--- config.mk ---
export PLATFORM = sky130hd
export DESIGN_NAME = tmcw_queue
export DESIGN_NICKNAME = d
export VERILOG_FILES = /design/src/text_mode_console_writer_core_assert.svh /design/src/tmcw_pkg.sv /design/src/tmcw_queue.sv
export SDC_FILE = /design/constraint.sdc
export NUM_CORES = 1
export LEC_CHECK = 0
export ABC_AREA = 1
export BUFFER_PORTS_ARGS = -buffer_cell sky130_fd_sc_hd__buf_2
export CAP_MARGIN = 20
export CORE_MARGIN = 3
export CORE_UTILIZATION = 61
export DETAILED_ROUTE_END_ITERATION = 6
export GPL_TIMING_DRIVEN = 0
export PLACE_DENSITY = 0.83
export SETUP_SLACK_MARGIN = 0.4
export SYNTH_ARGS = -nofsm -noshare
export SYNTH_HDL_FRONTEND = slang
export SYNTH_SLANG_ARGS = --single-unit
--- constraint.sdc ---
create_clock -name i_clk -period 2.4 [get_ports i_clk]
set_input_delay 0.12 -clock i_clk [delete_from_list [all_inputs] [get_ports i_clk]]
set_output_delay 0.12 -clock i_clk [all_outputs]
set_load 0.01 [all_outputs]
--- src/text_mode_console_writer_core_assert.svh ---
// Assertion macros used by the console writer back end.
`ifndef TEXT_MODE_CONSOLE_WRITER_CORE_ASSERT_SVH
`define TEXT_MODE_CONSOLE_WRITER_CORE_ASSERT_SVH

// Condition holds in the same cycle as the antecedent.
`define TMCW_ASSERT_SAME(label, ante, cons, msg) \
    label: assert property (@(posedge i_clk) disable iff (!i_rst_n) (ante) |-> (cons)) \
        else $error(msg);

// Condition holds in the cycle after the antecedent.
`define TMCW_ASSERT_NEXT(label, ante, cons, msg) \
    label: assert property (@(posedge i_clk) disable iff (!i_rst_n) (ante) |=> (cons)) \
        else $error(msg);

`endif

--- src/tmcw_pkg.sv ---
// Package with the types, constants and palette function of the console writer.
`timescale 1ns / 1ps
`default_nettype none
package tmcw_pkg;

    localparam int COLUMNS_DEF = 80;
    localparam int ROWS_DEF    = 25;

    localparam int QDEPTH = 4;
    localparam int QAW    = $clog2(QDEPTH);

    localparam logic [7:0] CH_LF    = 8'd10;
    localparam logic [7:0] CH_CR    = 8'd13;
    localparam logic [7:0] CH_SPACE = 8'd32;
    localparam logic [7:0] CH_NUL   = 8'd0;

    localparam logic [3:0] FG_RESET = 4'd7;
    localparam logic [3:0] BG_RESET = 4'd0;
    localparam logic [3:0] CLR_FG   = 4'd1;
    localparam logic [3:0] CLR_BG   = 4'd0;

    localparam logic [7:0] SGR_FG_LO  = 8'd30;
    localparam logic [7:0] SGR_FG_HI  = 8'd37;
    localparam logic [7:0] SGR_BG_LO  = 8'd40;
    localparam logic [7:0] SGR_BG_HI  = 8'd47;
    localparam logic [7:0] SGR_FGB_LO = 8'd90;
    localparam logic [7:0] SGR_FGB_HI = 8'd97;
    localparam logic [7:0] SGR_BGB_LO = 8'd100;
    localparam logic [7:0] SGR_BGB_HI = 8'd107;

    typedef enum logic [1:0] {
        ACT_WRITE = 2'd0,
        ACT_ANSI  = 2'd1,
        ACT_READ  = 2'd2,
        ACT_CLEAR = 2'd3
    } t_action;

    typedef enum logic [3:0] {
        OP_CHAR,
        OP_LF,
        OP_CR,
        OP_FG,
        OP_BG,
        OP_NONE,
        OP_READ,
        OP_READ_ZERO,
        OP_CLEAR
    } t_op;

    typedef struct packed {
        logic [1:0] action;
        logic [7:0] char_byte;
        logic [7:0] ansi_code;
        logic [4:0] read_row;
        logic [6:0] read_col;
    } t_in;

    typedef struct packed {
        logic [6:0] cursor_col;
        logic [4:0] cursor_row;
        logic       scrolled;
        logic [7:0] cell_char;
        logic [3:0] cell_fg;
        logic [3:0] cell_bg;
    } t_out;

    typedef struct packed {
        t_op        op;
        logic [7:0] data;
        logic [3:0] colour;
        logic [4:0] row;
        logic [6:0] col;
    } t_cmd;

    // Maps an SGR colour index (bright bit on top) to the VGA palette index.
    function automatic logic [3:0] sgr_to_vga(input logic [3:0] idx);
        logic [3:0] vga;
        case (idx)
            4'd0:    vga = 4'd0;
            4'd1:    vga = 4'd4;
            4'd2:    vga = 4'd2;
            4'd3:    vga = 4'd6;
            4'd4:    vga = 4'd1;
            4'd5:    vga = 4'd5;
            4'd6:    vga = 4'd3;
            4'd7:    vga = 4'd7;
            4'd8:    vga = 4'd8;
            4'd9:    vga = 4'd12;
            4'd10:   vga = 4'd10;
            4'd11:   vga = 4'd14;
            4'd12:   vga = 4'd9;
            4'd13:   vga = 4'd13;
            4'd14:   vga = 4'd11;
            4'd15:   vga = 4'd15;
            default: vga = 4'd0;
        endcase
        return vga;
    endfunction

endpackage
`default_nettype wire

--- src/tmcw_queue.sv ---
// Short command queue between the front end and the back end.
`timescale 1ns / 1ps
`default_nettype none
module tmcw_queue (
    input  logic           i_clk,
    input  logic           i_rst_n,
    input  logic           i_push,
    input  tmcw_pkg::t_cmd i_cmd,
    output logic           o_full,
    input  logic           i_pop,
    output tmcw_pkg::t_cmd o_cmd,
    output logic           o_empty
);

    localparam logic [tmcw_pkg::QAW:0] Q_FULL = (tmcw_pkg::QAW + 1)'(tmcw_pkg::QDEPTH);

    tmcw_pkg::t_cmd               r_slots [tmcw_pkg::QDEPTH];
    logic [tmcw_pkg::QAW-1:0]     r_wr_ptr;
    logic [tmcw_pkg::QAW-1:0]     r_rd_ptr;
    logic [tmcw_pkg::QAW:0]       r_count;

    assign o_full  = (r_count == Q_FULL);
    assign o_empty = (r_count == '0);
    assign o_cmd   = r_slots[r_rd_ptr];

    always_ff @(posedge i_clk) begin
        if (!i_rst_n) begin
            r_wr_ptr <= '0;
            r_rd_ptr <= '0;
            r_count  <= '0;
        end else begin
            if (i_push) begin
                r_wr_ptr <= r_wr_ptr + 1'b1;
            end
            if (i_pop) begin
                r_rd_ptr <= r_rd_ptr + 1'b1;
            end
            r_count <= r_count + {{tmcw_pkg::QAW{1'b0}}, i_push}
                               - {{tmcw_pkg::QAW{1'b0}}, i_pop};
        end
    end

    always_ff @(posedge i_clk) begin
        if (i_push) begin
            r_slots[r_wr_ptr] <= i_cmd;
        end
    end

endmodule
`default_nettype wire

==> impl_metrics.ini <==
[detailed_routing]
firstDrtPassIters = 5
antenna_left = 0
vias = 3333
wl_per_cell_um = 17.5
vias_per_cell = 5.47
first_iter_violations = 292
drt_wl_total_um = 10700
drc_errors = 0

[power_and_ir_drop]
pwr-share-clk_pct = 45.6
intPower_w = 0.00422
ir_worst_vdd_uv = 702
sw_frac_of_total_pct = 23.8
p_sw_w = 0.00132
leakage_nw = 2.58
combinationalPowerShare_pct = 10.3
powerDensity_nw_per_um2 = 883
seqPwrFrac_pct = 44.2

[placement]
place_area_sq_um = 5360
io_buffer_count = 61
placed_cells = 545
place_ws_ns = 0.832
gp_congestion = 0.737
dp_hpwl_um = 5800

[timing]
fin_tns_setup_ns = 0
timing.final.crit_period_ns = 1.89
fin_skew_ns = 0.00846
tightest_slew_ns = 0.580
setup_violations = 0
setup_ws_ns = 0.511
fmax_ghz = 0.529
drv_slew = 0
rsz0062_at_grt = false
slew_headroom_pct = 61.3
hold_violations = 0
period_share_pct = 78.7

[global_route]
overflow = 0
grt_pass1_wl_um = 16200
grt_pass1_vias = 3373
antenna_found_initial = 0
track_usage_pct = 25.3
grt_max_degree = 23

[clock_network]
cts_tree = done
clockBufferDepth = 2
htreeDepth = 4
cts_num_sinks = 121
post_cts_buffers = 0
numCtsBuffers = 17
clkLatencyLatePin_ns = 0.53
clockRootBuffer = clkbuf_8
path_clk_slew_ns = 0.06

[layout]
final_util_pct = 84.2
num_antenna_cells = 0
final_cell_mix = edfxtp_1, inv_1, buf_2, nand2_1, a21oi_1
nets = 536
area_growth_pct = 30.2
drive_gt1_share_pct = 22.2
final_cell_area_sq_um = 6270
final_common_cell = edfxtp_1
instances_no_fill = 609

[logic_synthesis]
synth_area_leaders = edfxtp_1, inv_1, nand2_1, o211ai_1, dfxtp_1
syn_inst = 381
synth_area_per_cell_sq_um = 12.6
synth_seq_cells = 121
netlist-cell-type-count = 17
ys.warnings.count = 0
syn_nets = 420
yosys.area.top_type = edfxtp_1
ys_seq_area_share_pct = 73.6
synthesis.area_sq_um = 4820
yosysTopAreaCellShare_pct = 69.8

[setup_path]
cp_num_buf_inv = 3
worstPathCellList = buf_2, buf_2, a21oi_1, o21ai_1, nand2_1, buf_2
crit_type = reg -> out
slowest_delay_ns = 0.33
slowest_stage = dfxtp_1
cp.required_ns = 2.28
crit_fanout = 10
cp_top_family = buffers and inverters
worst_path_most_repeated_cell = buf_2
arrival_ns = 1.77
start_kind = flop
crit_path_end_kind = output pin

[worst_hold_path]
min_path_type = in -> reg

[floorplanning]
core_area_sq_um = 7450
pin_count = 62
start_util_pct = 64.7
die-area_sq_um = 9000
die_y_um = 94.9
die_width_um = 94.9
num_rows = 31

[outcome]
outcome = complete, no violations

[run]
cap_violations = 0
==> worst paths after layout <==
path | startpoint | end | slack (ns) | cells after the start
max | flop | o_cmd[16] | 0.51 | 6
min | i_cmd[8] | r_slots[1][8]$_DFFE_PP_ | 0.34 | 2
max reg2reg | r_wr_ptr[0]$_SDFFE_PN0P_ | r_slots[2][4]$_DFFE_PP_ | 0.83 | 5
min reg2reg | r_rd_ptr[1]$_SDFFE_PN0P_ | r_rd_ptr[1]$_SDFFE_PN0P_ | 0.50 | 2
==> synthesized netlist by cell type, drive strengths merged <==
master / count
ha: 6
nand3: 1
nor3: 1
o211ai: 28
dfxtp: 9
fa: 1
buf: 16
clkbuf: 2
nand2: 66
a21oi: 34
inv: 71
nor2: 2
edfxtp: 112
o21ai: 32
==> power groups by stage <==
stage	Combinational [W]	Clock [W]	Sequential [W]
finish	0.000568	0.00252	0.00245
CTS	0.000563	0.00253	0.00244
detailed placement	0.000515	0	0.00249
floorplan	0.000292	0	0.00248
global placement	0.000474	0	0.00248
global route	0.000628	0.00262	0.00245
==> cell families after synthesis <==
group	synth area share, %
AO/OA/AOI/OAI	11.2
adder cells (fa/ha/maj)	1.97
buffers and inverters	7.74
flip-flops	73.6
AND/OR/NAND/NOR	5.51
==> layer usage <==
layer,vias to the layer above,GRT usage [%],wire (um)
met2,166,42.3,5660
met3,22,7.89,815
met1,1593,29.0,4000
met4,0,14.1,197
met5,-,0,0
li1,1552,-,-
==> registers in the layout, summed over array words and instances (netlist names), named ones only <==
| register | count |
|---|---|
| r_slots | 112 |
| r_wr_ptr | 2 |
| r_count | 3 |
| r_rd_ptr | 2 |
==> stage by stage <==
| stage | power (W) | hold WS, ns |
|---|---|---|
| after global placement | 0.00296 | 0.335 |
| after CTS | 0.00554 | 0.319 |
| after floorplan | 0.00277 | 0.212 |
| final | 0.00554 | 0.345 |
| after global routing | 0.00570 | 0.335 |
| after detailed placement | 0.00300 | 0.335 |
==> layout make-up <==
type                    instances  area (sq um)
well taps                      99           124
multi-input cells             171           901
plain buffers                  18           109
repair buffers                 97           736
clock buffers                  17           414
inverters                      71           267
flip-flops and latches        121          3540
clock inverters                15           178
fillers                       352          1180
==> repair_timing <==
| action | CTS | global route |
|---|---|---|
| gates resized for setup | 0 | 4 |
| setup endpoints to repair | 0 | 1 |
| hold endpoints to repair | 121 | 0 |
| hold buffers | 32 | 0 |
No activity file was read; power rests on OpenSTA's default activity.
