## src/text_mode_console_writer_core_assert.svh

```systemverilog
// Assertion macros used by the console writer back end.
`ifndef TEXT_MODE_CONSOLE_WRITER_CORE_ASSERT_SVH
`define TEXT_MODE_CONSOLE_WRITER_CORE_ASSERT_SVH

// Condition holds in the same cycle as the antecedent.
`define TMCW_ASSERT_SAME(label, ante, cons, msg) \
    label: assert property (@(posedge i_clk) disable iff (!i_rst_n) (ante) |-> (cons)) \
        else $error(msg);

// Condition holds in the cycle after the antecedent.
`define TMCW_ASSERT_NEXT(label, ante, cons, msg) \
    label: assert property (@(posedge i_clk) disable iff (!i_rst_n) (ante) |=> (cons)) \
        else $error(msg);

`endif

```

## src/tmcw_pkg.sv

```systemverilog
// Package with the types, constants and palette function of the console writer.
`timescale 1ns / 1ps
`default_nettype none
package tmcw_pkg;

    localparam int COLUMNS_DEF = 80;
    localparam int ROWS_DEF    = 25;

    localparam int QDEPTH = 4;
    localparam int QAW    = $clog2(QDEPTH);

    localparam logic [7:0] CH_LF    = 8'd10;
    localparam logic [7:0] CH_CR    = 8'd13;
    localparam logic [7:0] CH_SPACE = 8'd32;
    localparam logic [7:0] CH_NUL   = 8'd0;

    localparam logic [3:0] FG_RESET = 4'd7;
    localparam logic [3:0] BG_RESET = 4'd0;
    localparam logic [3:0] CLR_FG   = 4'd1;
    localparam logic [3:0] CLR_BG   = 4'd0;

    localparam logic [7:0] SGR_FG_LO  = 8'd30;
    localparam logic [7:0] SGR_FG_HI  = 8'd37;
    localparam logic [7:0] SGR_BG_LO  = 8'd40;
    localparam logic [7:0] SGR_BG_HI  = 8'd47;
    localparam logic [7:0] SGR_FGB_LO = 8'd90;
    localparam logic [7:0] SGR_FGB_HI = 8'd97;
    localparam logic [7:0] SGR_BGB_LO = 8'd100;
    localparam logic [7:0] SGR_BGB_HI = 8'd107;

    typedef enum logic [1:0] {
        ACT_WRITE = 2'd0,
        ACT_ANSI  = 2'd1,
        ACT_READ  = 2'd2,
        ACT_CLEAR = 2'd3
    } t_action;

    typedef enum logic [3:0] {
        OP_CHAR,
        OP_LF,
        OP_CR,
        OP_FG,
        OP_BG,
        OP_NONE,
        OP_READ,
        OP_READ_ZERO,
        OP_CLEAR
    } t_op;

    typedef struct packed {
        logic [1:0] action;
        logic [7:0] char_byte;
        logic [7:0] ansi_code;
        logic [4:0] read_row;
        logic [6:0] read_col;
    } t_in;

    typedef struct packed {
        logic [6:0] cursor_col;
        logic [4:0] cursor_row;
        logic       scrolled;
        logic [7:0] cell_char;
        logic [3:0] cell_fg;
        logic [3:0] cell_bg;
    } t_out;

    typedef struct packed {
        t_op        op;
        logic [7:0] data;
        logic [3:0] colour;
        logic [4:0] row;
        logic [6:0] col;
    } t_cmd;

    // Maps an SGR colour index (bright bit on top) to the VGA palette index.
    function automatic logic [3:0] sgr_to_vga(input logic [3:0] idx);
        logic [3:0] vga;
        case (idx)
            4'd0:    vga = 4'd0;
            4'd1:    vga = 4'd4;
            4'd2:    vga = 4'd2;
            4'd3:    vga = 4'd6;
            4'd4:    vga = 4'd1;
            4'd5:    vga = 4'd5;
            4'd6:    vga = 4'd3;
            4'd7:    vga = 4'd7;
            4'd8:    vga = 4'd8;
            4'd9:    vga = 4'd12;
            4'd10:   vga = 4'd10;
            4'd11:   vga = 4'd14;
            4'd12:   vga = 4'd9;
            4'd13:   vga = 4'd13;
            4'd14:   vga = 4'd11;
            4'd15:   vga = 4'd15;
            default: vga = 4'd0;
        endcase
        return vga;
    endfunction

endpackage
`default_nettype wire

```

## src/tmcw_front.sv

```systemverilog
// Front end: classifies an incoming beat into a command for the back end.
`timescale 1ns / 1ps
`default_nettype none
module tmcw_front #(
    parameter int COLUMNS = tmcw_pkg::COLUMNS_DEF,
    parameter int ROWS    = tmcw_pkg::ROWS_DEF
) (
    input  tmcw_pkg::t_in  i_in,
    output tmcw_pkg::t_cmd o_cmd
);

    localparam logic [7:0] COL_LIM = 8'(COLUMNS);
    localparam logic [5:0] ROW_LIM = 6'(ROWS);

    logic [7:0] off_fg;
    logic [7:0] off_bg;
    logic [7:0] off_fgb;
    logic [7:0] off_bgb;

    assign off_fg  = i_in.ansi_code - tmcw_pkg::SGR_FG_LO;
    assign off_bg  = i_in.ansi_code - tmcw_pkg::SGR_BG_LO;
    assign off_fgb = i_in.ansi_code - tmcw_pkg::SGR_FGB_LO;
    assign off_bgb = i_in.ansi_code - tmcw_pkg::SGR_BGB_LO;

    always_comb begin
        o_cmd.op     = tmcw_pkg::OP_NONE;
        o_cmd.data   = i_in.char_byte;
        o_cmd.colour = 4'd0;
        o_cmd.row    = i_in.read_row;
        o_cmd.col    = i_in.read_col;
        case (tmcw_pkg::t_action'(i_in.action))
            tmcw_pkg::ACT_WRITE: begin
                if (i_in.char_byte == tmcw_pkg::CH_LF) begin
                    o_cmd.op = tmcw_pkg::OP_LF;
                end else if (i_in.char_byte == tmcw_pkg::CH_CR) begin
                    o_cmd.op = tmcw_pkg::OP_CR;
                end else begin
                    o_cmd.op = tmcw_pkg::OP_CHAR;
                end
            end
            tmcw_pkg::ACT_ANSI: begin
                if (i_in.ansi_code >= tmcw_pkg::SGR_FG_LO
                        && i_in.ansi_code <= tmcw_pkg::SGR_FG_HI) begin
                    o_cmd.op     = tmcw_pkg::OP_FG;
                    o_cmd.colour = tmcw_pkg::sgr_to_vga({1'b0, off_fg[2:0]});
                end else if (i_in.ansi_code >= tmcw_pkg::SGR_BG_LO
                        && i_in.ansi_code <= tmcw_pkg::SGR_BG_HI) begin
                    o_cmd.op     = tmcw_pkg::OP_BG;
                    o_cmd.colour = tmcw_pkg::sgr_to_vga({1'b0, off_bg[2:0]});
                end else if (i_in.ansi_code >= tmcw_pkg::SGR_FGB_LO
                        && i_in.ansi_code <= tmcw_pkg::SGR_FGB_HI) begin
                    o_cmd.op     = tmcw_pkg::OP_FG;
                    o_cmd.colour = tmcw_pkg::sgr_to_vga({1'b1, off_fgb[2:0]});
                end else if (i_in.ansi_code >= tmcw_pkg::SGR_BGB_LO
                        && i_in.ansi_code <= tmcw_pkg::SGR_BGB_HI) begin
                    o_cmd.op     = tmcw_pkg::OP_BG;
                    o_cmd.colour = tmcw_pkg::sgr_to_vga({1'b1, off_bgb[2:0]});
                end
            end
            tmcw_pkg::ACT_READ: begin
                if (6'(i_in.read_row) < ROW_LIM && 8'(i_in.read_col) < COL_LIM) begin
                    o_cmd.op = tmcw_pkg::OP_READ;
                end else begin
                    o_cmd.op = tmcw_pkg::OP_READ_ZERO;
                end
            end
            tmcw_pkg::ACT_CLEAR: begin
                o_cmd.op = tmcw_pkg::OP_CLEAR;
            end
            default: begin
                o_cmd.op = tmcw_pkg::OP_NONE;
            end
        endcase
    end

endmodule
`default_nettype wire

```

## config.mk

```make
export PLATFORM = sky130hd
export DESIGN_NAME = tmcw_front
export DESIGN_NICKNAME = d
export VERILOG_FILES = /design/src/text_mode_console_writer_core_assert.svh /design/src/tmcw_pkg.sv /design/src/tmcw_front.sv
export SDC_FILE = /design/constraint.sdc
export NUM_CORES = 1
export LEC_CHECK = 0
export ABC_AREA = 1
export BUFFER_PORTS_ARGS = -buffer_cell sky130_fd_sc_hd__buf_2
export CAP_MARGIN = 20
export CORE_MARGIN = 2
export CORE_UTILIZATION = 30
export DETAILED_ROUTE_END_ITERATION = 10
export PLACE_DENSITY = 0.71
export SLEW_MARGIN = 20
export SYNTH_ARGS = -nofsm -noshare
export SYNTH_HDL_FRONTEND = slang
export SYNTH_SLANG_ARGS = --single-unit
```

## constraint.sdc

```tcl
create_clock -name vclk -period 0.9
set_input_delay 0.09 -clock vclk [all_inputs]
set_output_delay 0.09 -clock vclk [all_outputs]
set_load 0.03 [all_outputs]
```

==> metrics.txt <==
die area=0.00216 mm^2; Cell Pwr Density=520 mW/mm^2; DIE WIDTH=46.4 um; status=finished with violations; crit start category=input port; failing checks=setup timing; Post-Syn Area=541 um^2; Final Hold Fails=0; antenna cells=0; Ys Warns=0; most common cell in the synthesized netlist=nand2_1; gr usage total=15.8%; Setup Viol. Count Final=7; antenna viol nets, final=0; Setup WS post-layout=-0.300 ns; Post-Synthesis Cells=102; hold path startpoint=i_in[1]; layout cell share with drive strength beyond 1=74.3%; Hold Path Class=in -> out; final period utilization=133%; sequential-to-total area share from yosys stat=0%; share of the synthesized area in the top cell type=27.8%; Post-synth top cells=26 x nand2_1, 20 x buf_4, 12 x nor2_1, 11 x inv_1, 8 x nand3_1; Top Usage Layer GRT=met2; pre-CTS WS=-0.430 ns; maxcap violations=0; clock buffers=0; synth top area cells=buf_4 28%, nand2_1 18%, nor2_1 8.3%; Syn Nets=134; vias after detailed routing=762; final RePlAce weighted congestion=0.865; WP data arrival=1.11 ns; IO buf count=50; M1 GR Usage=20.7%; most frequent CP cell=nor2_4; Yosys top cell by area=buf_4; fin. max-slew vios=0; Ports=58; Tmin final=1.20 ns; initial antenna violation count=0; Initial Utilization=31.6%; Sequential cell area=0 um^2; P_leak=0.000567 uW; Rows=15; global route overflow=0; Peak Freq=834 MHz; Final Util=64.5%; largest net degree at the start of global routing=6; DR WL/cell=10.7 um; vias in the first global route=620; crit path cell chain=buf_2 > inv_2 > nor2_4 > nand3_2 > nand3_4 > nand3_2 > nor2_4 > nor2_4 > buf_6; Hold Path Sink=o_cmd[1]; max incr delay on CP=0.16 ns; Slew HR=80.7%; First DRT Iteration DRCs=15; Die H=46.4 um; Routed WL=1.81 mm; grt met3 use=0.784%; hold-fix buffers at CTS=0; Crit path required time=0.81 ns; crit end category=primary output; FF+latch count=0; DRC=0; first-pass GRT wire length=2.55 mm; P&R area growth vs syn=104%; GR met2 Demand/Resource=28.6%; vias per cell=4.51; Slowest-stage cell, CP=buf_2; Yosys cell types=20; dpl hpwl=1.41 mm; critical setup path kind=in -> out; 1st-pass router iterations=4; Syn Area/Cell=5.30 um^2; crit path max fanout=5; worst slew pin tran=0.288 ns; final net count=178; RSZ-0062 raised after global routing=true; Core Region=0.00171 mm^2; Worst VDD drop=0.263 mV; cell count of the worst hold path=0
==> metrics by stage <==
step	total power (uW)	area [um^2]	hold WS, ns	setup TNS [ns]	cells
2_1_floorplan	355	669	0.312	-0.254	102
3_3_place_gp	459	883	0.180	-2.68	168
3_5_place_dp	466	883	0.180	-2.77	168
4_1_cts	545	1050	0.180	-1.60	169
5_1_grt	611	1100	0.180	-2.18	169
6_report	573	1100	0.180	-1.80	169
==> report_power, final <==
group	switching, uW	total [uW]	internal [uW]
clock	0	0	0
combinational	340	573	232
sequential	0	0	0
==> worst max-delay path by stage <==
| stage | slack (ns) | end | from |
|---|---|---|---|
| floorplan | -0.06 | o_cmd[26] | i_in[14] |
| global placement | -0.41 | o_cmd[15] | i_in[14] |
| detailed placement | -0.43 | o_cmd[12] | i_in[14] |
| CTS | -0.25 | o_cmd[12] | i_in[14] |
| global route | -0.36 | o_cmd[12] | i_in[17] |
| finish | -0.30 | o_cmd[12] | i_in[17] |
==> metal layers <==
metal,share of wire (%),up-vias
met5,0,-
met4,0.55,0
met3,6.2,4
met2,54,33
met1,39,339
li1,-,386
==> cell usage in the layout, fill, tap and decap left out, types with 3 or more instances in the layout <==
cell	netlist	routed
buf_2	0	39
buf_4	20	11
buf_6	0	10
inv_1	11	7
nand2_1	26	12
nand2_2	2	8
nand2_4	0	8
nand3_1	8	3
nand3_2	1	4
nor2_1	12	4
nor2_4	0	10
==> area by class of cell <==
type	instances	area, um^2
well taps	25	31.3
repair buffers	62	430
multi-input cells	68	562
fillers	149	607
inverters	14	77.6
==> cells by family (layout without fill, tap and decap cells) <==
kind of cell | after synthesis | count (layout) | synth area share [%]
AOI/OAI and AO/OA | 9 | 9 | 10.6
adders and majority gates | 2 | 2 | 4.63
and+or+nand+nor | 57 | 57 | 47.2
buffers and inverters | 34 | 76 | 37.5
==> worst max-delay path: cells and delay by family <==
| family | cells | cell delay [ns] |
|---|---|---|
| simple gates | 6 | 0.64 |
| buf+inv | 3 | 0.36 |
==> repair_timing <==
item | CTS | global route
pin swaps | 16 | 3
endpoints found under the setup margin | 7 | 7
setup buffers | 1 | 0
endpoints found under the hold margin | 0 | 0
resized for setup | 45 | 11
Note: power is estimated with default switching activity, not from simulation.
